==> config.mk <==
export PLATFORM = sky130hd
export DESIGN_NAME = quorum_reply_tracker_flat
export DESIGN_NICKNAME = d
export VERILOG_FILES = /design/src/sv/qrt_pkg.sv /design/src/sv/qrt_if.sv /design/src/sv/qrt_store.sv /design/src/sv/qrt_judge.sv /design/src/sv/quorum_reply_tracker.sv /design/src/flat_wrapper.sv
export SDC_FILE = /design/constraint.sdc
export NUM_CORES = 1
export LEC_CHECK = 0
export BUFFER_PORTS_ARGS = -buffer_cell sky130_fd_sc_hd__buf_2
export CAP_MARGIN = 20
export CORE_MARGIN = 8
export CORE_UTILIZATION = 25
export DETAILED_ROUTE_END_ITERATION = 7
export HOLD_SLACK_MARGIN = 0.03
export MAX_ROUTING_LAYER = met4
export PLACE_DENSITY = 0.38
export SYNTH_ARGS = -nofsm -noshare
export SYNTH_HDL_FRONTEND = slang
export SYNTH_SLANG_ARGS = --single-unit
==> constraint.sdc <==
create_clock -name clk -period 16.65 [get_ports clk]
set_input_delay 0.8325 -clock clk [delete_from_list [all_inputs] [get_ports clk]]
set_output_delay 0.8325 -clock clk [all_outputs]
set_load 0.01 [all_outputs]
==> src/sv/qrt_pkg.sv <==
`timescale 1ns / 1ps
// ----------------------------------------------------------------------------
// qrt_pkg
// Shared types and constants of the quorum reply tracker.
// ----------------------------------------------------------------------------
package qrt_pkg;

	localparam int ID_W     = 16;
	localparam int KIND_W   = 2;
	localparam int MODE_W   = 2;
	localparam int TIME_W   = 32;
	localparam int CNT_W    = 2;
	localparam int QUORUM_W = 2;
	localparam int TOUT_W   = 16;

	localparam int CFG_IDX_W  = 1;
	localparam int CFG_DATA_W = 16;

	localparam int MAX_RESULTS = 16;
	localparam int NRES_W      = $clog2(MAX_RESULTS);

	localparam logic [MODE_W-1:0] MODE_OPEN  = 2'd0;
	localparam logic [MODE_W-1:0] MODE_REPLY = 2'd1;
	localparam logic [MODE_W-1:0] MODE_TICK  = 2'd2;

	localparam logic [CFG_IDX_W-1:0] REG_QUORUM  = 1'd0;
	localparam logic [CFG_IDX_W-1:0] REG_TIMEOUT = 1'd1;

	localparam logic [QUORUM_W-1:0] QUORUM_RST  = 2'd2;
	localparam logic [TOUT_W-1:0]   TIMEOUT_RST = 16'd5;

	localparam logic [CNT_W-1:0] COUNT_MAX = 2'd3;

	typedef enum logic [2:0] {
		ST_IDLE,
		ST_HASH,
		ST_ADDR,
		ST_REPLY,
		ST_SCAN,
		ST_FLUSH
	} state_t;

	typedef struct packed {
		logic [QUORUM_W-1:0] quorum;
		logic [TOUT_W-1:0]   timeout;
	} cfg_t;

	typedef struct packed {
		logic open;
		logic bump;
		logic rd;
		logic mark_done;
	} store_ctl_t;

endpackage

==> src/sv/qrt_if.sv <==
`timescale 1ns / 1ps
// ----------------------------------------------------------------------------
// qrt_if
// Request, response and configuration channels of the quorum reply tracker.
// ----------------------------------------------------------------------------
interface qrt_req_if;
	logic                      valid;
	logic                      ready;
	logic [qrt_pkg::MODE_W-1:0] mode;
	logic [qrt_pkg::ID_W-1:0]   trans_id;
	logic [qrt_pkg::KIND_W-1:0] op_kind;
	logic [qrt_pkg::TIME_W-1:0] now;

	modport source (output valid, output mode, output trans_id, output op_kind,
		output now, input ready);
	modport sink (input valid, input mode, input trans_id, input op_kind,
		input now, output ready);
endinterface

interface qrt_rsp_if;
	logic                      valid;
	logic                      ready;
	logic [qrt_pkg::ID_W-1:0]   done_id;
	logic [qrt_pkg::KIND_W-1:0] done_kind;
	logic                      success;
	logic                      last;

	modport source (output valid, output done_id, output done_kind, output success,
		output last, input ready);
	modport sink (input valid, input done_id, input done_kind, input success,
		input last, output ready);
endinterface

interface qrt_cfg_if;
	logic                          valid;
	logic                          ready;
	logic [qrt_pkg::CFG_IDX_W-1:0]  index;
	logic [qrt_pkg::CFG_DATA_W-1:0] data;

	modport source (output valid, output index, output data, input ready);
	modport sink (input valid, input index, input data, output ready);
endinterface

==> src/sv/qrt_store.sv <==
`timescale 1ns / 1ps
// ----------------------------------------------------------------------------
// qrt_store
// Slot table: tag, kind, start time and reply count memories with a
// registered read port, plus valid and done flags in flip-flops.
// ----------------------------------------------------------------------------
module qrt_store #(
	parameter int SLOTS = 16
) (
	input  logic                          clk,
	input  logic                          arst_n,
	input  qrt_pkg::store_ctl_t           ctl,
	input  logic [$clog2(SLOTS)-1:0]      wr_addr,
	input  logic [$clog2(SLOTS)-1:0]      rd_addr,
	input  logic [$clog2(SLOTS)-1:0]      fl_addr,
	input  logic [qrt_pkg::ID_W-1:0]      wr_tag,
	input  logic [qrt_pkg::KIND_W-1:0]    wr_kind,
	input  logic [qrt_pkg::TIME_W-1:0]    wr_start,
	input  logic [qrt_pkg::CNT_W-1:0]     wr_count,
	output logic [qrt_pkg::ID_W-1:0]      rd_tag,
	output logic [qrt_pkg::KIND_W-1:0]    rd_kind,
	output logic [qrt_pkg::TIME_W-1:0]    rd_start,
	output logic [qrt_pkg::CNT_W-1:0]     rd_count,
	output logic                          fl_valid,
	output logic                          fl_done
);
	import qrt_pkg::*;

	logic [ID_W-1:0]   tag_mem   [SLOTS];
	logic [KIND_W-1:0] kind_mem  [SLOTS];
	logic [TIME_W-1:0] start_mem [SLOTS];
	logic [CNT_W-1:0]  count_mem [SLOTS];

	logic [SLOTS-1:0] valid_q;
	logic [SLOTS-1:0] done_q;

	always_ff @(posedge clk) begin
		if (ctl.open) begin
			tag_mem[wr_addr]   <= wr_tag;
			kind_mem[wr_addr]  <= wr_kind;
			start_mem[wr_addr] <= wr_start;
		end
		if (ctl.open || ctl.bump) begin
			count_mem[wr_addr] <= wr_count;
		end
	end

	always_ff @(posedge clk) begin
		if (ctl.rd) begin
			rd_tag   <= tag_mem[rd_addr];
			rd_kind  <= kind_mem[rd_addr];
			rd_start <= start_mem[rd_addr];
			rd_count <= count_mem[rd_addr];
		end
	end

	always_ff @(posedge clk or negedge arst_n) begin
		if (!arst_n) begin
			valid_q <= '0;
			done_q  <= '0;
		end else begin
			if (ctl.open) begin
				valid_q[wr_addr] <= 1'b1;
				done_q[wr_addr]  <= 1'b0;
			end else if (ctl.mark_done) begin
				done_q[wr_addr] <= 1'b1;
			end
		end
	end

	assign fl_valid = valid_q[fl_addr];
	assign fl_done  = done_q[fl_addr];

endmodule

==> src/sv/qrt_judge.sv <==
`timescale 1ns / 1ps
// ----------------------------------------------------------------------------
// qrt_judge
// Shared compare unit: quorum check and wrapping elapsed-time timeout check
// for the slot currently under evaluation.
// ----------------------------------------------------------------------------
module qrt_judge (
	input  qrt_pkg::cfg_t                cfg_val,
	input  logic [qrt_pkg::CNT_W-1:0]    count,
	input  logic [qrt_pkg::TIME_W-1:0]   start,
	input  logic [qrt_pkg::TIME_W-1:0]   now,
	output logic                         met,
	output logic                         expired
);
	import qrt_pkg::*;

	logic [TIME_W-1:0] elapsed;

	assign elapsed = now - start;
	assign met     = count >= cfg_val.quorum;
	assign expired = elapsed >= TIME_W'(cfg_val.timeout);

endmodule

==> src/sv/quorum_reply_tracker.sv <==
`timescale 1ns / 1ps
// ----------------------------------------------------------------------------
// quorum_reply_tracker
// Tracks open requests in a slot table, counts matching replies and, on a
// tick, reports each pending slot that reached quorum or timed out.
//
//   channel  dir  payload                               transfer
//   req      in   mode, trans_id, op_kind, now          valid & ready
//   rsp      out  done_id, done_kind, success, last     valid & ready
//   cfg      in   index, data                           valid & ready
//
// open and reply: slot index by a reciprocal multiply, then a registered
// table read for replies; an unused mode returns straight to idle.
// tick: one slot per cycle through the table read port and the shared
// compare unit, except while rsp holds a result back.
// req is ready only in idle; cfg is always ready. No clearing pass after
// reset: valid and done flags are flip-flops.
// ----------------------------------------------------------------------------
module quorum_reply_tracker #(
	parameter int SLOTS = 16
) (
	input  logic       clk,
	input  logic       arst_n,
	qrt_req_if.sink    req,
	qrt_rsp_if.source  rsp,
	qrt_cfg_if.sink    cfg
);
	import qrt_pkg::*;

	localparam int IW    = $clog2(SLOTS);
	localparam int SH    = ID_W + IW;
	localparam int RCP_W = ID_W + 2;
	localparam int PRD_W = ID_W + RCP_W;
	localparam logic [RCP_W-1:0] RECIP = RCP_W'(((64'd1 << SH) + SLOTS - 1) / SLOTS);
	localparam logic [ID_W-1:0]  SLOTS_ID = ID_W'(SLOTS);
	localparam logic [IW:0]      SLOTS_CNT = (IW + 1)'(SLOTS);

	state_t st_q, st_nxt;

	cfg_t cfg_q;

	logic [ID_W-1:0]   id_q;
	logic [KIND_W-1:0] kind_q;
	logic [TIME_W-1:0] now_q;
	logic              is_open_q;
	logic [ID_W-1:0]   quot_q;

	logic [IW:0]       iss_q;
	logic              v_s1;
	logic [IW-1:0]     idx_s1;
	logic [NRES_W-1:0] nres_q;

	logic              held_v_q;
	logic [ID_W-1:0]   held_id_q;
	logic [KIND_W-1:0] held_kind_q;
	logic              held_ok_q;

	logic              out_v_q;
	logic [ID_W-1:0]   out_id_q;
	logic [KIND_W-1:0] out_kind_q;
	logic              out_ok_q;
	logic              out_last_q;

	store_ctl_t        ctl;
	logic [IW-1:0]     wr_addr;
	logic [IW-1:0]     rd_addr;
	logic [ID_W-1:0]   rd_tag;
	logic [KIND_W-1:0] rd_kind;
	logic [TIME_W-1:0] rd_start;
	logic [CNT_W-1:0]  rd_count;
	logic              fl_valid;
	logic              fl_done;
	logic              met;
	logic              expired;

	logic [PRD_W-1:0]  prod;
	logic [ID_W-1:0]   rem_raw;
	logic [ID_W-1:0]   rem_fix;
	logic [IW-1:0]     slot_c;

	logic              req_acc;
	logic              req_rdy;
	logic              out_free;
	logic              fin;
	logic              stall;
	logic              advance;
	logic              load_out;
	logic              load_last;

	// slot = id mod SLOTS by reciprocal multiply, then correction
	assign prod    = PRD_W'(id_q) * PRD_W'(RECIP);
	assign rem_raw = id_q - ID_W'(quot_q * SLOTS_ID);
	assign rem_fix = (rem_raw >= SLOTS_ID) ? (rem_raw - SLOTS_ID) : rem_raw;
	assign slot_c  = rem_fix[IW-1:0];

	qrt_store #(
		.SLOTS (SLOTS)
	) u_store (
		.clk      (clk),
		.arst_n   (arst_n),
		.ctl      (ctl),
		.wr_addr  (wr_addr),
		.rd_addr  (rd_addr),
		.fl_addr  (idx_s1),
		.wr_tag   (id_q),
		.wr_kind  (kind_q),
		.wr_start (now_q),
		.wr_count (is_open_q ? '0 : rd_count + CNT_W'(1)),
		.rd_tag   (rd_tag),
		.rd_kind  (rd_kind),
		.rd_start (rd_start),
		.rd_count (rd_count),
		.fl_valid (fl_valid),
		.fl_done  (fl_done)
	);

	qrt_judge u_judge (
		.cfg_val (cfg_q),
		.count   (rd_count),
		.start   (rd_start),
		.now     (now_q),
		.met     (met),
		.expired (expired)
	);

	assign req_acc  = req.valid && req_rdy;
	assign out_free = !out_v_q || rsp.ready;
	assign fin      = v_s1 && fl_valid && !fl_done && (met || expired);
	assign stall    = fin && held_v_q && !out_free;

	always_comb begin
		st_nxt    = st_q;
		req_rdy   = 1'b0;
		ctl       = '0;
		wr_addr   = idx_s1;
		rd_addr   = iss_q[IW-1:0];
		advance   = 1'b0;
		load_out  = 1'b0;
		load_last = 1'b0;
		case (st_q)
			ST_IDLE: begin
				req_rdy = 1'b1;
				if (req.valid) begin
					case (req.mode)
						MODE_OPEN, MODE_REPLY: st_nxt = ST_HASH;
						MODE_TICK:             st_nxt = ST_SCAN;
						default:               st_nxt = ST_IDLE;
					endcase
				end
			end
			ST_HASH: begin
				st_nxt = ST_ADDR;
			end
			ST_ADDR: begin
				if (is_open_q) begin
					ctl.open = 1'b1;
					wr_addr  = slot_c;
					st_nxt   = ST_IDLE;
				end else begin
					ctl.rd  = 1'b1;
					rd_addr = slot_c;
					st_nxt  = ST_REPLY;
				end
			end
			ST_REPLY: begin
				if (fl_valid && rd_tag == id_q && rd_count != COUNT_MAX) begin
					ctl.bump = 1'b1;
				end
				st_nxt = ST_IDLE;
			end
			ST_SCAN: begin
				if (!stall) begin
					advance = 1'b1;
					ctl.rd  = iss_q < SLOTS_CNT;
					if (fin) begin
						ctl.mark_done = 1'b1;
						load_out      = held_v_q;
					end
					if ((fin && nres_q == NRES_W'(MAX_RESULTS - 1)) || iss_q == SLOTS_CNT) begin
						st_nxt = ST_FLUSH;
					end
				end
			end
			ST_FLUSH: begin
				if (!held_v_q) begin
					st_nxt = ST_IDLE;
				end else if (out_free) begin
					load_out  = 1'b1;
					load_last = 1'b1;
					st_nxt    = ST_IDLE;
				end
			end
			default: begin
				st_nxt = ST_IDLE;
			end
		endcase
	end

	always_ff @(posedge clk or negedge arst_n) begin
		if (!arst_n) begin
			st_q <= ST_IDLE;
		end else begin
			st_q <= st_nxt;
		end
	end

	// configuration registers
	always_ff @(posedge clk or negedge arst_n) begin
		if (!arst_n) begin
			cfg_q.quorum  <= QUORUM_RST;
			cfg_q.timeout <= TIMEOUT_RST;
		end else if (cfg.valid) begin
			case (cfg.index)
				REG_QUORUM:  cfg_q.quorum  <= cfg.data[QUORUM_W-1:0];
				REG_TIMEOUT: cfg_q.timeout <= cfg.data[TOUT_W-1:0];
				default:     cfg_q         <= cfg_q;
			endcase
		end
	end

	// request capture and slot index
	always_ff @(posedge clk) begin
		if (req_acc) begin
			id_q      <= req.trans_id;
			kind_q    <= req.op_kind;
			now_q     <= req.now;
			is_open_q <= req.mode == MODE_OPEN;
		end
		if (st_q == ST_HASH) begin
			quot_q <= ID_W'(prod >> SH);
		end
	end

	// scan sequencer
	always_ff @(posedge clk or negedge arst_n) begin
		if (!arst_n) begin
			iss_q    <= '0;
			v_s1     <= 1'b0;
			nres_q   <= '0;
			held_v_q <= 1'b0;
		end else begin
			if (req_acc && req.mode == MODE_TICK) begin
				iss_q    <= '0;
				v_s1     <= 1'b0;
				nres_q   <= '0;
				held_v_q <= 1'b0;
			end else if (advance) begin
				v_s1 <= iss_q < SLOTS_CNT;
				if (iss_q < SLOTS_CNT) begin
					iss_q <= iss_q + (IW + 1)'(1);
				end
				if (fin) begin
					held_v_q <= 1'b1;
					nres_q   <= nres_q + NRES_W'(1);
				end
			end else if (st_q == ST_FLUSH && load_out) begin
				held_v_q <= 1'b0;
			end
		end
	end

	always_ff @(posedge clk) begin
		if (st_q == ST_ADDR && !is_open_q) begin
			idx_s1 <= slot_c;
		end else if (advance) begin
			idx_s1 <= iss_q[IW-1:0];
		end
		if (advance && fin) begin
			held_id_q   <= rd_tag;
			held_kind_q <= rd_kind;
			held_ok_q   <= met;
		end
	end

	// output register
	always_ff @(posedge clk or negedge arst_n) begin
		if (!arst_n) begin
			out_v_q <= 1'b0;
		end else if (load_out) begin
			out_v_q <= 1'b1;
		end else if (rsp.ready) begin
			out_v_q <= 1'b0;
		end
	end

	always_ff @(posedge clk) begin
		if (load_out) begin
			out_id_q   <= held_id_q;
			out_kind_q <= held_kind_q;
			out_ok_q   <= held_ok_q;
			out_last_q <= load_last;
		end
	end

	assign req.ready     = req_rdy;
	assign cfg.ready     = 1'b1;
	assign rsp.valid     = out_v_q;
	assign rsp.done_id   = out_id_q;
	assign rsp.done_kind = out_kind_q;
	assign rsp.success   = out_ok_q;
	assign rsp.last      = out_last_q;

endmodule

==> src/flat_wrapper.sv <==
// flat-port wrapper written by rule: the top's interface ports become plain ports
module quorum_reply_tracker_flat import qrt_pkg::*;
#(
	parameter int SLOTS = 16
)
  (clk, arst_n, req_valid, req_mode, req_trans_id, req_op_kind, req_now, req_ready, rsp_valid, rsp_done_id, rsp_done_kind, rsp_success, rsp_last, rsp_ready, cfg_valid, cfg_index, cfg_data, cfg_ready);
  qrt_req_if req_i ();
  qrt_rsp_if rsp_i ();
  qrt_cfg_if cfg_i ();
  input  logic clk;
  input  logic arst_n;
  input wire logic [$bits(req_i.valid)-1:0] req_valid;
  input wire logic [$bits(req_i.mode)-1:0] req_mode;
  input wire logic [$bits(req_i.trans_id)-1:0] req_trans_id;
  input wire logic [$bits(req_i.op_kind)-1:0] req_op_kind;
  input wire logic [$bits(req_i.now)-1:0] req_now;
  output wire logic [$bits(req_i.ready)-1:0] req_ready;
  output wire logic [$bits(rsp_i.valid)-1:0] rsp_valid;
  output wire logic [$bits(rsp_i.done_id)-1:0] rsp_done_id;
  output wire logic [$bits(rsp_i.done_kind)-1:0] rsp_done_kind;
  output wire logic [$bits(rsp_i.success)-1:0] rsp_success;
  output wire logic [$bits(rsp_i.last)-1:0] rsp_last;
  input wire logic [$bits(rsp_i.ready)-1:0] rsp_ready;
  input wire logic [$bits(cfg_i.valid)-1:0] cfg_valid;
  input wire logic [$bits(cfg_i.index)-1:0] cfg_index;
  input wire logic [$bits(cfg_i.data)-1:0] cfg_data;
  output wire logic [$bits(cfg_i.ready)-1:0] cfg_ready;
  assign req_i.valid = req_valid;
  assign req_i.mode = req_mode;
  assign req_i.trans_id = req_trans_id;
  assign req_i.op_kind = req_op_kind;
  assign req_i.now = req_now;
  assign req_ready = req_i.ready;
  assign rsp_valid = rsp_i.valid;
  assign rsp_done_id = rsp_i.done_id;
  assign rsp_done_kind = rsp_i.done_kind;
  assign rsp_success = rsp_i.success;
  assign rsp_last = rsp_i.last;
  assign rsp_i.ready = rsp_ready;
  assign cfg_i.valid = cfg_valid;
  assign cfg_i.index = cfg_index;
  assign cfg_i.data = cfg_data;
  assign cfg_ready = cfg_i.ready;
  quorum_reply_tracker #(.SLOTS(SLOTS)) u_core (.clk(clk), .arst_n(arst_n), .req(req_i), .rsp(rsp_i), .cfg(cfg_i));
endmodule
=== Yosys cells after proc, flatten, opt, wreduce, memory -nomap -nowiden ===
Memories as Yosys holds them, arrays and structs flattened. A register that Yosys moved wholly into a read port is not among the register bits.
Index checks and enable logic that the tools add are counted.

* Register bits: 171
* Bits in writable memories: 832
* Input port bits: 74
* Output and inout port bits: 23
* Word-level logic and storage cells: 158
* Memories: 4

{| class="wikitable"
|+ Memories
! memory !! depth !! width !! rd ports !! clocked after Yosys merged registers in !! write ports !! RTL line !! RTL
|-
| u_core.u_store.start_mem || 16 || 32 || 1 || 1 || 1 || qrt_store.sv:31 || <nowiki>logic [TIME_W-1:0] start_mem [SLOTS];</nowiki>
|-
| u_core.u_store.tag_mem || 16 || 16 || 1 || 1 || 1 || qrt_store.sv:29 || <nowiki>logic [ID_W-1:0] tag_mem [SLOTS];</nowiki>
|-
| u_core.u_store.count_mem || 16 || 2 || 1 || 1 || 1 || qrt_store.sv:32 || <nowiki>logic [CNT_W-1:0] count_mem [SLOTS];</nowiki>
|-
| u_core.u_store.kind_mem || 16 || 2 || 1 || 1 || 1 || qrt_store.sv:30 || <nowiki>logic [KIND_W-1:0] kind_mem [SLOTS];</nowiki>
|}

* $add $sub $neg: 6
* $lt $le $gt $ge: 7
* Equality and inequality tests: 16
* Multiplexer cells: 59
* Bitwise logic cells: 5
* Reduce and logical (&&, ||, !) cells: 38

{| class="wikitable"
|+ Operator list
! cell !! count
|-
| $mux W4 || 10
|-
| $ge A32 B16 Y1 || 1
|-
| $mux W16 || 2
|-
| $or A16 B16 Y16 || 2
|-
| $sub A32 B32 Y32 || 1
|-
| $mux W1 || 29
|-
| $and A16 B16 Y16 || 1
|-
| $eq A16 B16 Y1 || 1
|-
| $ge A16 B5 Y1 const B || 1
|-
| $not A16 Y16 || 1
|-
| $sub A16 B16 Y16 || 1
|-
| $mux W3 || 5
|-
| $mux W5 || 3
|-
| $pmux W3 S5 || 1
|-
| $logic_and A1 B1 Y1 || 14
|-
| $reduce_bool A2 Y1 || 6
|-
| $lt A4 B5 Y1 const B || 2
|-
| $reduce_and A2 Y1 || 5
|-
| $bmux W1 S4 || 2
|-
| $eq A3 B2 Y1 const B || 2
|-
| $eq A3 B3 Y1 const B || 2
|-
| $mux W2 || 3
|-
| $ne A2 B2 Y1 const B || 3
|-
| $pmux W3 S2 || 1
|-
| other kinds (25) || 32
|}

=== Longest topological paths before layout ===
Gate-level depths: netlist of run 1.

* Depth in word-level cells: 13
* Mapped depth: 21
* Gate-level depth less buffers: 20

=== Modules after synthesis ===
A second synthesis of run 1 with hierarchy kept.

* Cell total of the unflattened synthesis: 2112
* Area total of the unflattened synthesis: 41439.7 µm²

{| class="wikitable"
|+ By module, submodules not included
! module !! instances !! cells each !! area an instance (µm²) !! seq. area each (µm²)
|-
| qrt_store || 1 || 1478 || 34185.3 || 27346.2
|-
| quorum_reply_tracker || 1 || 274 || 4732.0 || 3652.3
|-
| qrt_judge || 1 || 360 || 2522.4 || 0.0
|}

=== Worst setup path before layout of run 1 ===
No wires, ideal clock.

* Path type: register to register
* Start point: reg u_core.now_q[0]
* End point: reg u_core.u_store.rd_count[0] (netlist name) (read register of u_core.u_store.count_mem) (enable)
* Setup time: 534 ps
* Data arrival time: 5798 ps
* Data required time: 16116 ps
* Setup slack: 10319 ps
* Stages on the path, launching flop included: 20
* Path buffers: 0
* Period minus slack after synthesis: 6331 ps
* Cells stage by stage: edfxtp_1 > inv_1 > ha_1 > fa_1 > nor2b_1 > o2111ai_2 > a21oi_1 > nor2_1 > xnor2_1 > ha_1 > a21o_1 > a21oi_1 > o21ai_0 > a2111oi_0 > nand3_1 > a211oi_1 > nand4_1 > nor4_4 > o21ai_2 > o21ai_0

{| class="wikitable"
|+ RTL lines
! element !! RTL line !! RTL
|-
| start: declaration || quorum_reply_tracker.sv:44 || <nowiki>logic [TIME_W-1:0] now_q;</nowiki>
|-
| start signal: assignment || quorum_reply_tracker.sv:226 || <nowiki>now_q <= req.now;</nowiki>
|-
| end: declaration || qrt_store.sv:23 || <nowiki>output logic [qrt_pkg::CNT_W-1:0] rd_count,</nowiki>
|}

==> metrics.md, run 1 <==
| Metric | Value |
|---|---|
| Status | `finished, final reports clean` |
| P&R area growth vs syn | `16.00%` |
| Fmax | `153.9 MHz` |
| Ys flop type | `edfxtp_1` |
| Final net count | `3496` |
| Simple logic cell fraction of the synthesized area | `13.32%` |
| Share of cells above drive strength 1 | `11.37%` |
| Root Driver | `clkbuf_16` |
| Setup tns final | `0 ns` |
| R2r setup slk | `10.15 ns` |
| Input/output buffers | `95` |
| Register area share after synthesis | `72.07%` |
| Post-Syn Area | `0.04301 sq mm` |
| Post-synth top cells | `978 x edfxtp_1, 899 x nand2_1, 210 x and3_1` |
| Starting DRT DRC Count | `1990` |
| Distinct cells, synth | `78` |
| Top Metal Used | `met4` |
| Top cell type by total area after synthesis | `edfxtp_1` |
| Ys async rst share | `6.232%` |
| Cells after Synth | `3293` |
| RePlAce Congestion | `0.7800` |
| RR Startpoint | `u_core.now_q[0]$_DFFE_PP_` |
| Setup-failing EPs final | `0` |
| Number of global-route vias before repair | `26.38k` |
| RSZ-0062 raised after global routing | `no` |
| Top-count cell post-synth | `edfxtp_1` |
| Post-synth EDFFs | `978` |
| Mean Syn Cell Area | `13.06 sq um` |
| Num rows | `152` |
| Met3 routed wirelength | `5.104 mm` |
| Crit share post-route | `39.03%` |
| Detail Route Antenna Nets | `0` |
| FILL cells | `17.49k` |
| Die X | `430.8 um` |
| First-pass GRT wire length | `193.4 mm` |
| Placed Cells | `5562` |
| Crit start category | `register` |
| Worst Clk Skew | `0.05397 ns` |
| First-pass DRT Iterations | `5` |
| Final min period | `6.498 ns` |
| Initial Util | `25.10%` |
| CTS tree | `built` |
| Maximum fanout along the worst path | `34` |
| #FFs+latches synth | `1043` |
| H-tree depth | `3` |
| WL met2 | `61.39 mm` |
| Drt drc | `0` |
| Later-pin clock latency in the skew report | `0.77 ns` |
| Max Cap Viol | `0` |
| Crit path DAT | `6.86 ns` |
| Placeable Area | `0.1714 sq mm` |
| Initial antenna violation count | `11` |
| Post-Synth Adder-Cell Area | `1.588%` |
| Die area | `0.1856 sq mm` |
| LEAKAGE | `17.43 nW` |
| DR vias | `26.61k` |
| Hold WC Path Type | `in -> async` |
| DP HPWL | `71.33 mm` |
| Sink Count | `1043` |
| Post-CTS setup buffer count | `0` |
| Final hold vios | `0` |
| Main combinational cell family by area after synthesis | `simple AND/OR/NAND/NOR gates` |
| Final slew viol count | `0` |
| All-Layer GR Usage | `14.44%` |
| Bufs on Longest Clock Path | `3` |
| Vias/cell | `4.603` |
| Register Area | `0.03100 sq mm` |
| Crit. Startpoint | `u_core.now_q[0]$_DFFE_PP_` |
| Synth Area in Compound Gates | `8.489%` |
| Least-Margin Pin Slew | `1.104 ns` |
| Routed WL | `134.2 mm` |
| Die height | `430.8 um` |
| Endpoint type of the worst setup path | `register` |
| Finished Layout Cells | `5782` |
| Pwr Density | `181.5 mW/mm^2` |
| Synth Area in XOR/XNOR | `0.7331%` |
| Met1 Wirelength | `65.08 mm` |
| Worst reg2reg endpoint | `u_core.u_store.rd_tag[0]$_DFFE_PP_` |
| IO Pins | `97` |
| CTS buffer count | `113` |
| Hold_buf cts | `0` |
| Worst setup path category | `reg -> reg` |
| Worst EP required | `17.01 ns` |
| CTS clock-pin slew for the worst setup and hold paths | `0.06 ns` |
| Syn_nets | `3421` |
| Area contributors post-synth | `edfxtp_1 68%, nand2_1 7.8%, dfrtp_1 3.6%` |
| Max VDD drop | `0.0001921 V` |
| Area fraction of the dominant cell type after synthesis | `68.28%` |
| R2R depth | `20` |
| Post-synthesis mux area share | `1.283%` |
| Synth warnings | `0` |
| Post-CTS resize count | `0` |
| DR WL/cell | `23.22 um` |
| Area of the multi-input gates | `0.01106 sq mm` |
| Slew headroom | `26.18%` |
| Grt total ovfl | `0` |
| Largest net degree at the start of global routing | `152` |
-- registers in the layout (all words and copies together), names as in the netlist, 2 cells and up, named ones only --
signal,cells
u_core.cfg_q,18
u_core.held_id_q,16
u_core.held_kind_q,2
u_core.id_q,16
u_core.idx_s1,4
u_core.iss_q,5
u_core.kind_q,2
u_core.now_q,32
u_core.nres_q,4
u_core.rsp.done_id,16
u_core.rsp.done_kind,2
u_core.st_q,3
u_core.u_store.count_mem,32
u_core.u_store.kind_mem,32
u_core.u_store.rd_count,2
u_core.u_store.rd_kind,2
u_core.u_store.rd_start,32
u_core.u_store.rd_tag,16
u_core.u_store.start_mem,512
u_core.u_store.tag_mem,256
u_core.u_store.valid_q,16
-- worst max-delay path by stage --
stage / to / slack [ns] / depth (start not counted)
floorplan: u_core.u_store.rd_count[0]$_DFFE_PP_ / 10.32 / 19
global placement: u_core.u_store.rd_tag[0]$_DFFE_PP_ / 10.18 / 20
detailed placement: u_core.u_store.rd_tag[2]$_DFFE_PP_ / 10.08 / 20
CTS: u_core.u_store.rd_tag[0]$_DFFE_PP_ / 10.01 / 20
global route: u_core.u_store.rd_tag[0]$_DFFE_PP_ / 9.50 / 20
finish: u_core.u_store.rd_tag[0]$_DFFE_PP_ / 10.15 / 20
-- cell usage in the layout (no fill, tap or decap), drive strengths merged, types with 25 or more instances in the layout --
cell / count
clkbuf: 149
buf: 156
a31oi: 108
dfrtp: 62
nand2: 900
clkinv: 53
a311oi: 105
inv: 86
ha: 53
a21oi: 162
and3: 210
edfxtp: 978
o21ai: 33
nand4: 28
a211oi: 58
xnor2: 25
nor2: 61
-- per-stage QoR --
step | setup WS, ns | hold slack [ns] | util, % | power, mW | instance area, sq um
2_1_floorplan | 10.32 | 0.4003 | - | 5.570 | 43010
3_3_place_gp | 10.18 | 0.4028 | 26.97 | 6.700 | 46220
3_5_place_dp | 10.08 | 0.4045 | 26.99 | 6.689 | 46250
4_1_cts | 10.01 | 0.1674 | 29.10 | 9.207 | 49870
5_1_grt | 9.500 | 0.2002 | 29.11 | 9.613 | 49890
6_report | 10.15 | 0.2074 | 29.12 | 9.056 | 49890
-- report_power, final --
| group | total, mW | switching (mW) | internal, mW |
|---|---|---|---|
| Clock | 2.47 | 1.09 | 1.39 |
| Sequential | 3.49 | 0.211 | 3.28 |
| Combinational | 3.10 | 2.08 | 1.01 |
-- worst max-delay path, stage by stage (launching register included) --
cell,delay (ns)
edfxtp_1,0.65
inv_1,0.09
ha_1,0.22
fa_1,0.40
nor2b_1,0.21
o2111ai_2,0.18
a21oi_1,0.30
nor2_1,0.10
xnor2_1,0.15
ha_1,0.32
a21o_1,0.16
a21oi_1,0.12
o21ai_0,0.10
a2111oi_0,0.55
nand3_1,0.13
a211oi_1,0.20
nand4_1,0.28
nor4_4,0.67
o21ai_2,0.23
o21ai_4,0.35
buf_4,0.61
-- layout make-up --
| type | count | area share, % |
|---|---|---|
| repair buffers | 156 | 1.934 |
| flip-flops and latches | 1043 | 62.13 |
| diodes | 6 | 0.03009 |
| clock inverters | 64 | 1.038 |
| well taps | 2310 | 5.793 |
| inverters | 84 | 0.7022 |
| clock buffers | 149 | 6.207 |
| multi-input cells | 1970 | 22.16 |
-- metal layers --
metal  track usage (%)  up-vias
met1             20.05    13590
met5                 -        -
met3             2.094      160
met2             22.28      510
met4             3.706        0
li1                  -    12350
-- kinds of logic after synthesis --
kind of cell,Yosys count
xor gates and xnor gates,36
AOI/OAI and AO/OA,542
buffers and inverters,280
adders and majority gates,54
and+or+nand+nor,1297
muxes,40
other,1
DFF,1043
No activity file was read; power rests on OpenSTA's default activity.
==> inputs of run 2 (changes only) <==
PLACE_DENSITY = 0.39   (was 0.38)
clock period = 5.6 ns   (was 16.65 ns; I/O delays follow)
==> metrics.md, run 2 (synthesized netlist as in run 1, its figures left out) <==
| Metric | Value |
|---|---|
| Status | `finished, final reports clean (unchanged)` |
| Worst EP required | `6.08 ns (was 17.01 ns)` |
| Hold path endpoint | `u_core.st_q[2]$_DFFE_PN0P_` |
| CP top delay family | `compound AO/OA/AOI/OAI gates (unchanged)` |
| Die area | `0.1856 sq mm (unchanged)` |
| Max reg flops | `512 (unchanged)` |
| IO Pins | `97 (unchanged)` |
| Initial Util | `25.10% (unchanged)` |
| Most common cell after layout, fill and taps aside | `edfxtp_1 (unchanged)` |
| DR vias | `27.02k (was 26.61k)` |
| RePlAce Congestion | `0.8035 (was 0.7800)` |
| Most frequent cells in the layout | `978 x edfxtp_1, 899 x nand2_1, 210 x and3_1 (unchanged)` |
| Drt drc | `0 (unchanged)` |
| Sink Count | `1043 (unchanged)` |
| Crit start category | `register (unchanged)` |
| Num rows | `152 (unchanged)` |
| First-pass GRT wire length | `194.2 mm (was 193.4 mm)` |
| R2R depth | `20 (unchanged)` |
| Final hold vios | `0 (unchanged)` |
| Global-route met2 utilization | `21.95% (was 22.28%)` |
| Worst reg2reg endpoint | `u_core.rsp.done_id[8]$_DFFE_PP_ (was u_core.u_store.rd_tag[0]$_DFFE_PP_)` |
| Die X | `430.8 um (unchanged)` |
| Gr busiest metal | `met2 (unchanged)` |
| CTS buffer count | `115 (was 113)` |
| Post-CTS resize count | `0 (unchanged)` |
| Root Driver | `clkbuf_16 (unchanged)` |
| Worst setup path category | `reg -> reg (unchanged)` |
| Starting DRT DRC Count | `2075 (was 1990)` |
| HP Start | `req_mode[0]` |
| GR met3 Demand/Resource | `2.045% (was 2.094%)` |
| DR WL/cell | `22.69 um (was 23.22 um)` |
| Register Area | `0.03100 sq mm (unchanged)` |
| Largest net degree at the start of global routing | `141 (was 152)` |
| Vias/cell | `4.587 (was 4.603)` |
| Crit share post-route | `91.31% (was 39.03%)` |
| Share of cells above drive strength 1 | `12.08% (was 11.37%)` |
| CTS clock-pin slew for the worst setup and hold paths | `0.06 ns (about the same)` |
| Endpoint type of the worst setup path | `register (unchanged)` |
| Critical path, cell by cell | `ha_1, fa_1, nor2b_1, o2111ai_2, a21oi_1, nor2_1, xnor2_1, ha_1, a21o_1, a21oi_1, o21ai_0, a2111oi_0, nand3_1, a211oi_1, nand4_1, buf_4, or4_1, a21oi_1, nor2b_2, buf_8 (was inv_1, ha_1, fa_1, nor2b_1, o2111ai_2, a21oi_1, nor2_1, xnor2_1, ha_1, a21o_1, a21oi_1, o21ai_0, a2111oi_0, nand3_1, a211oi_1, nand4_1, nor4_4, o21ai_2, o21ai_4, buf_4)` |
| Crit path largest cell delay | `0.57 ns (was 0.67 ns)` |
| Die height | `430.8 um (unchanged)` |
| Max Cap Viol | `0 (unchanged)` |
| Placeable Area | `0.1714 sq mm (unchanged)` |
| Hold WC Path Type | `in -> reg (was in -> async)` |
| Later-pin clock latency in the skew report | `0.75 ns (was 0.77 ns)` |
| Placed Cells | `5601 (was 5562)` |
| Final Worst Setup Slack | `0.4868 ns (was 10.15 ns)` |
| R2r setup slk | `0.49 ns (was 10.15 ns)` |
| Number of global-route vias before repair | `26.66k (was 26.38k)` |
| Max VDD drop | `0.0005206 V (was 0.0001921 V)` |
| Setup tns final | `0 ns (unchanged)` |
| All-Layer GR Usage | `14.39% (was 14.44%)` |
| Biggest regs | `u_core.u_store.start_mem: 512 flops, u_core.u_store.tag_mem: 256 flops (unchanged)` |
| Input/output buffers | `95 (unchanged)` |
| Grt total ovfl | `0 (unchanged)` |
| Worst Clk Skew | `0.05531 ns (was 0.05397 ns)` |
| Bufs on Longest Clock Path | `3 (unchanged)` |
| Fmax | `195.6 MHz (was 153.9 MHz)` |
| Met1 Use GR | `20.31% (was 20.05%)` |
| Crit path DAT | `5.60 ns (was 6.86 ns)` |
| CP bufs+invs | `2 (unchanged)` |
| H-tree depth | `3 (unchanged)` |
| CP most frequent cell | `a21oi_1` |
| P&R area growth vs syn | `19.03% (was 16.00%)` |
| Pwr Density | `533.1 mW/mm^2 (was 181.5 mW/mm^2)` |
| Hold path depth | `4` |
| CTS tree | `built (unchanged)` |
| Largest register by flop count | `u_core.u_store.start_mem (unchanged)` |
| Routed WL | `133.7 mm (was 134.2 mm)` |
| Least-Margin Pin Slew | `1.071 ns (was 1.104 ns)` |
| Place WS | `0.3392 ns (was 10.08 ns)` |
| Maximum fanout along the worst path | `18 (was 34)` |
| Cell Area, Placed | `0.04676 sq mm (was 0.04625 sq mm)` |
| Final net count | `3613 (was 3496)` |
| Final Cell Area | `0.05120 sq mm (was 0.04989 sq mm)` |
| Setup-failing EPs final | `0 (unchanged)` |
| Final slew viol count | `0 (unchanged)` |
| LEAKAGE | `18.04 nW (was 17.43 nW)` |
| Area of the multi-input gates | `0.01106 sq mm (about the same)` |
| Final hold slack | `0.1417 ns (was 0.2074 ns)` |
| RR Startpoint | `u_core.u_store.rd_start[0]$_DFFE_PP_ (was u_core.now_q[0]$_DFFE_PP_)` |
| First-pass DRT Iterations | `5 (unchanged)` |
| Initial antenna violation count | `13 (was 11)` |
| FILL cells | `17.23k (was 17.49k)` |
| Detail Route Antenna Nets | `0 (unchanged)` |
| Final min period | `5.113 ns (was 6.498 ns)` |
| CP max stage cell | `or4_1 (was nor4_4)` |
| DP HPWL | `74.56 mm (was 71.33 mm)` |
| Finished Layout Cells | `5891 (was 5782)` |
| Slew headroom | `28.44% (was 26.18%)` |
| RSZ-0062 raised after global routing | `no (unchanged)` |
## run 2: cell types whose count changed in the layout (fill, tap and decap cells not counted), sizes merged
| cell | delta |
|---|---|
| dlygate4sd3 | +74 |
| buf | +41 |
| clkinv | -6 |
| clkinvlp | -3 |
| bufinv | +2 |
| diode | -2 |
| inv | +2 |
| clkbuf | +1 |
## run 2: tightest hold or removal path, stage by stage
cell	delay, ns
buf_2	0.15
and3b_1	0.23
o21bai_1	0.13
a21oi_1	0.06
## run 2: worst max path at each step
stage | startpoint | endpoint | slack, ns | cells past startpoint
global placement | u_core.u_store.rd_start[0]$_DFFE_PP_ | u_core.rsp.done_id[9]$_DFFE_PP_ | 0.42 | 18
detailed placement | u_core.u_store.rd_start[0]$_DFFE_PP_ | u_core.rsp.done_id[13]$_DFFE_PP_ | 0.34 | 18
floorplan | u_core.st_q[0]$_DFFE_PN0P_ | register | 0.19 | 7
global route | u_core.u_store.rd_start[0]$_DFFE_PP_ | u_core.u_store.rd_start[15]$_DFFE_PP_ | 0.04 | 20
CTS | u_core.u_store.rd_start[0]$_DFFE_PP_ | u_core.rsp.done_id[14]$_DFFE_PP_ | 0.28 | 18
finish | u_core.u_store.rd_start[0]$_DFFE_PP_ | u_core.rsp.done_id[8]$_DFFE_PP_ | 0.49 | 20
## run 2: final cells by class
cell class                      instances  share of cell area (%)
Timing Repair Buffer                  271                   4.355
Clock buffer                          150                   6.078
Antenna cell                            4                 0.01955
Tap cell                             2310                   5.645
Clock inverter                         59                   1.058
Multi-Input combinational cell       1970                   21.61
Sequential cell                      1043                   60.55
Inverter                               84                  0.6843
## run 2: what timing repair did
item / in CTS / in global routing
hold buffers: 74 / 0
setup buffers: 0 / 1
endpoints found under the setup margin: 0 / 70
endpoints found under the hold margin: 135 / 0
## run 2: metal layers
| layer | routed length (um) | vias to the layer above |
|---|---|---|
| li1 | - | 12600 |
| met1 | 65080 | 13750 |
| met2 | 60950 | 520 |
| met3 | 5184 | 155 |
| met4 | 2462 | 0 |
| met5 | 0 | - |
## run 2: power breakdown
part / switching [mW] / internal (mW) / total [mW] / leakage [nW]
sequential: 0.529 / 9.73 / 10.3 / 9.65
combinational: 6.33 / 3.28 / 9.61 / 6.61
clock: 3.19 / 4.23 / 7.42 / 1.78
## run 2: metrics by stage
stage                     power (mW)  utilization (%)
after detailed placement       20.17            27.29
final                          27.29            29.88
after CTS                      27.76            29.85
after floorplan                16.54                -
after global placement         20.20            27.29
after global routing           29.00            29.87
==> inputs of run 3 (changes only) <==
PLACE_DENSITY = 0.42   (was 0.39)
==> metrics.md, run 3 (synthesized netlist as in run 1, its figures left out) <==
| Metric | Value |
|---|---|
| Status | `finished, final reports clean (unchanged)` |
| Most frequent cells in the layout | `978 x edfxtp_1, 899 x nand2_1, 210 x and3_1 (unchanged)` |
| Drt drc | `0 (unchanged)` |
| Worst reg2reg endpoint | `u_core.rsp.done_id[15]$_DFFE_PP_ (was u_core.rsp.done_id[8]$_DFFE_PP_)` |
| Num rows | `152 (unchanged)` |
| Initial Util | `25.10% (unchanged)` |
| Share of cells above drive strength 1 | `11.82% (was 12.08%)` |
| FILL cells | `17.32k (was 17.23k)` |
| Final hold vios | `0 (unchanged)` |
| Crit share post-route | `91.92% (was 91.31%)` |
| Number of global-route vias before repair | `26.81k (was 26.66k)` |
| Final min period | `5.147 ns (was 5.113 ns)` |
| Grt total ovfl | `0 (unchanged)` |
| Slew headroom | `26.31% (was 28.44%)` |
| Worst setup path category | `reg -> reg (unchanged)` |
| Post-CTS setup buffer count | `0 (unchanged)` |
| Max reg flops | `512 (unchanged)` |
| Largest net degree at the start of global routing | `136 (was 141)` |
| Least-Margin Pin Slew | `1.105 ns (was 1.071 ns)` |
| Place WS | `0.3458 ns (was 0.3392 ns)` |
| Root Driver | `clkbuf_16 (unchanged)` |
| P&R area growth vs syn | `18.61% (was 19.03%)` |
| Hold WC Path Type | `in -> reg (unchanged)` |
| CTS buffer count | `111 (was 115)` |
| LEAKAGE | `17.94 nW (was 18.04 nW)` |
| RR Startpoint | `u_core.u_store.rd_start[0]$_DFFE_PP_ (unchanged)` |
| Crit start category | `register (unchanged)` |
| CTS tree | `built (unchanged)` |
| Die area | `0.1856 sq mm (unchanged)` |
| Final Worst Setup Slack | `0.4526 ns (was 0.4868 ns)` |
| Fmax | `194.3 MHz (was 195.6 MHz)` |
| First-pass GRT wire length | `192.4 mm (was 194.2 mm)` |
| Die height | `430.8 um (unchanged)` |
| Crit path largest cell delay | `0.67 ns (was 0.57 ns)` |
| Die X | `430.8 um (unchanged)` |
| Input/output buffers | `95 (unchanged)` |
| Routed WL | `131.9 mm (was 133.7 mm)` |
| Biggest regs | `u_core.u_store.start_mem: 512 flops, u_core.u_store.tag_mem: 256 flops (unchanged)` |
| Max Cap Viol | `0 (unchanged)` |
| Initial antenna violation count | `21 (was 13)` |
| Setup tns final | `0 ns (unchanged)` |
| Register Area | `0.03100 sq mm (unchanged)` |
| Endpoint type of the worst setup path | `register (unchanged)` |
| Vias/cell | `4.635 (was 4.587)` |
| Detail Route Antenna Nets | `0 (unchanged)` |
| Placeable Area | `0.1714 sq mm (unchanged)` |
| Bufs on Longest Clock Path | `3 (unchanged)` |
| Worst Clk Skew | `0.05209 ns (was 0.05531 ns)` |
| Final net count | `3608 (was 3613)` |
| Setup-failing EPs final | `0 (unchanged)` |
| RSZ-0062 raised after global routing | `no (unchanged)` |
| All-Layer GR Usage | `14.17% (was 14.39%)` |
| Crit path DAT | `5.61 ns (was 5.60 ns)` |
| DR WL/cell | `22.43 um (was 22.69 um)` |
| RePlAce Congestion | `0.8105 (was 0.8035)` |
| Worst EP required | `6.07 ns (was 6.08 ns)` |
| IO Pins | `97 (unchanged)` |
| Worst setup path endpoint | `u_core.rsp.done_id[15]$_DFFE_PP_ (was u_core.rsp.done_id[8]$_DFFE_PP_)` |
| Max VDD drop | `0.0005590 V (was 0.0005206 V)` |
| R2R depth | `19 (was 20)` |
| Most common cell after layout, fill and taps aside | `edfxtp_1 (unchanged)` |
| Area of the multi-input gates | `0.01106 sq mm (about the same)` |
| DR vias | `27.25k (was 27.02k)` |
| DP HPWL | `74.49 mm (was 74.56 mm)` |
| H-tree depth | `3 (unchanged)` |
| First-pass DRT Iterations | `6 (was 5)` |
| CP max stage cell | `or4_1 (unchanged)` |
| R2r setup slk | `0.45 ns (was 0.49 ns)` |
| Pwr Density | `529.8 mW/mm^2 (was 533.1 mW/mm^2)` |
| Sink Count | `1043 (unchanged)` |
| Final slew viol count | `0 (unchanged)` |
| Later-pin clock latency in the skew report | `0.75 ns (about the same)` |
| Starting DRT DRC Count | `2185 (was 2075)` |
| CTS clock-pin slew for the worst setup and hold paths | `0.06 ns (about the same)` |
| Critical path, cell by cell | `ha_1, fa_1, nor2b_1, o2111ai_2, a21oi_2, nor2_1, xnor2_1, ha_1, a21o_1, a21oi_1, o21ai_0, a2111oi_0, nand3_1, a211oi_1, nand4_1, or4_1, a21oi_1, nor2b_2, buf_8 (was ha_1, fa_1, nor2b_1, o2111ai_2, a21oi_1, nor2_1, xnor2_1, ha_1, a21o_1, a21oi_1, o21ai_0, a2111oi_0, nand3_1, a211oi_1, nand4_1, buf_4, or4_1, a21oi_1, nor2b_2, buf_8)` |
| Crit. Startpoint | `u_core.u_store.rd_start[0]$_DFFE_PP_ (unchanged)` |
| Largest register by flop count | `u_core.u_store.start_mem (unchanged)` |
| Maximum fanout along the worst path | `17 (was 18)` |
## run 3: report_power, final
part	internal, mW	switching [mW]	leakage, nW
registers	9.73	0.543	9.65
clock network	4.09	3.15	1.70
logic	3.26	6.26	6.59
total	17.1	9.95	17.9
## run 3: layout make-up
type,instances,area share [%]
well taps,2310,5.666
diodes,6,0.02943
repair buffers,270,4.255
clock buffers,150,5.891
inverters,84,0.6867
multi-input cells,1970,21.67
clock inverters,46,1.035
flip-flops and latches,1043,60.76
## run 3: metal layers
metal  global-route usage (%)  share of wire, %  wire, um  vias to the layer above
met1                    20.20                49     64120                    13970
met5                        -                 0         0                        -
met2                    21.53                45     59880                      576
met3                    1.734               4.1      5410                      127
met4                    3.472               1.9      2456                        0
li1                         -                 -         -                    12580
## run 3: repair_timing
action / CTS / global route
hold buffers: 72 / 0
gates resized for setup: 0 / 1
hold endpoints to repair: 134 / 0
setup endpoints to repair: 0 / 37
## run 3: critical path, delay by kind of cell (launching register included)
family                     cells  cell delay (ns)
AOI/OAI and AO/OA              8             1.80
and+or+nand+nor                6             1.39
adders and majority gates      3             0.96
DFF                            1             0.37
buffers and inverters          1             0.18
xor gates and xnor gates       1             0.15
## run 3: stage by stage
step,cells,hold WS (ns),instance area [sq um],util [%],total power [mW]
2_1_floorplan,3293,-0.01559,43020,-,16.54
3_3_place_gp,5602,0.4035,46710,27.26,20.04
3_5_place_dp,5604,0.4057,46730,27.27,20.03
4_1_cts,5872,0.06879,50990,29.76,27.38
5_1_grt,5879,0.1160,51020,29.77,28.65
6_report,5879,0.1633,51020,29.77,27.03
## run 3: how the worst min path moves through the flow
| stage | start | slack [ns] | to | depth (start not counted) |
|---|---|---|---|---|
| floorplan | arst_n | -0.02 | asynchronous set/reset pin | 0 |
| global placement | u_core.held_ok_q$_DFFE_PP_ | 0.40 | u_core.rsp.success$_DFFE_PP_ | 0 |
| detailed placement | u_core.held_ok_q$_DFFE_PP_ | 0.41 | u_core.rsp.success$_DFFE_PP_ | 0 |
| CTS | req_valid | 0.07 | u_core.st_q[0]$_DFFE_PN0P_ | 3 |
| global route | req_valid | 0.12 | u_core.st_q[0]$_DFFE_PN0P_ | 3 |
| finish | req_mode[0] | 0.16 | u_core.st_q[2]$_DFFE_PN0P_ | 4 |
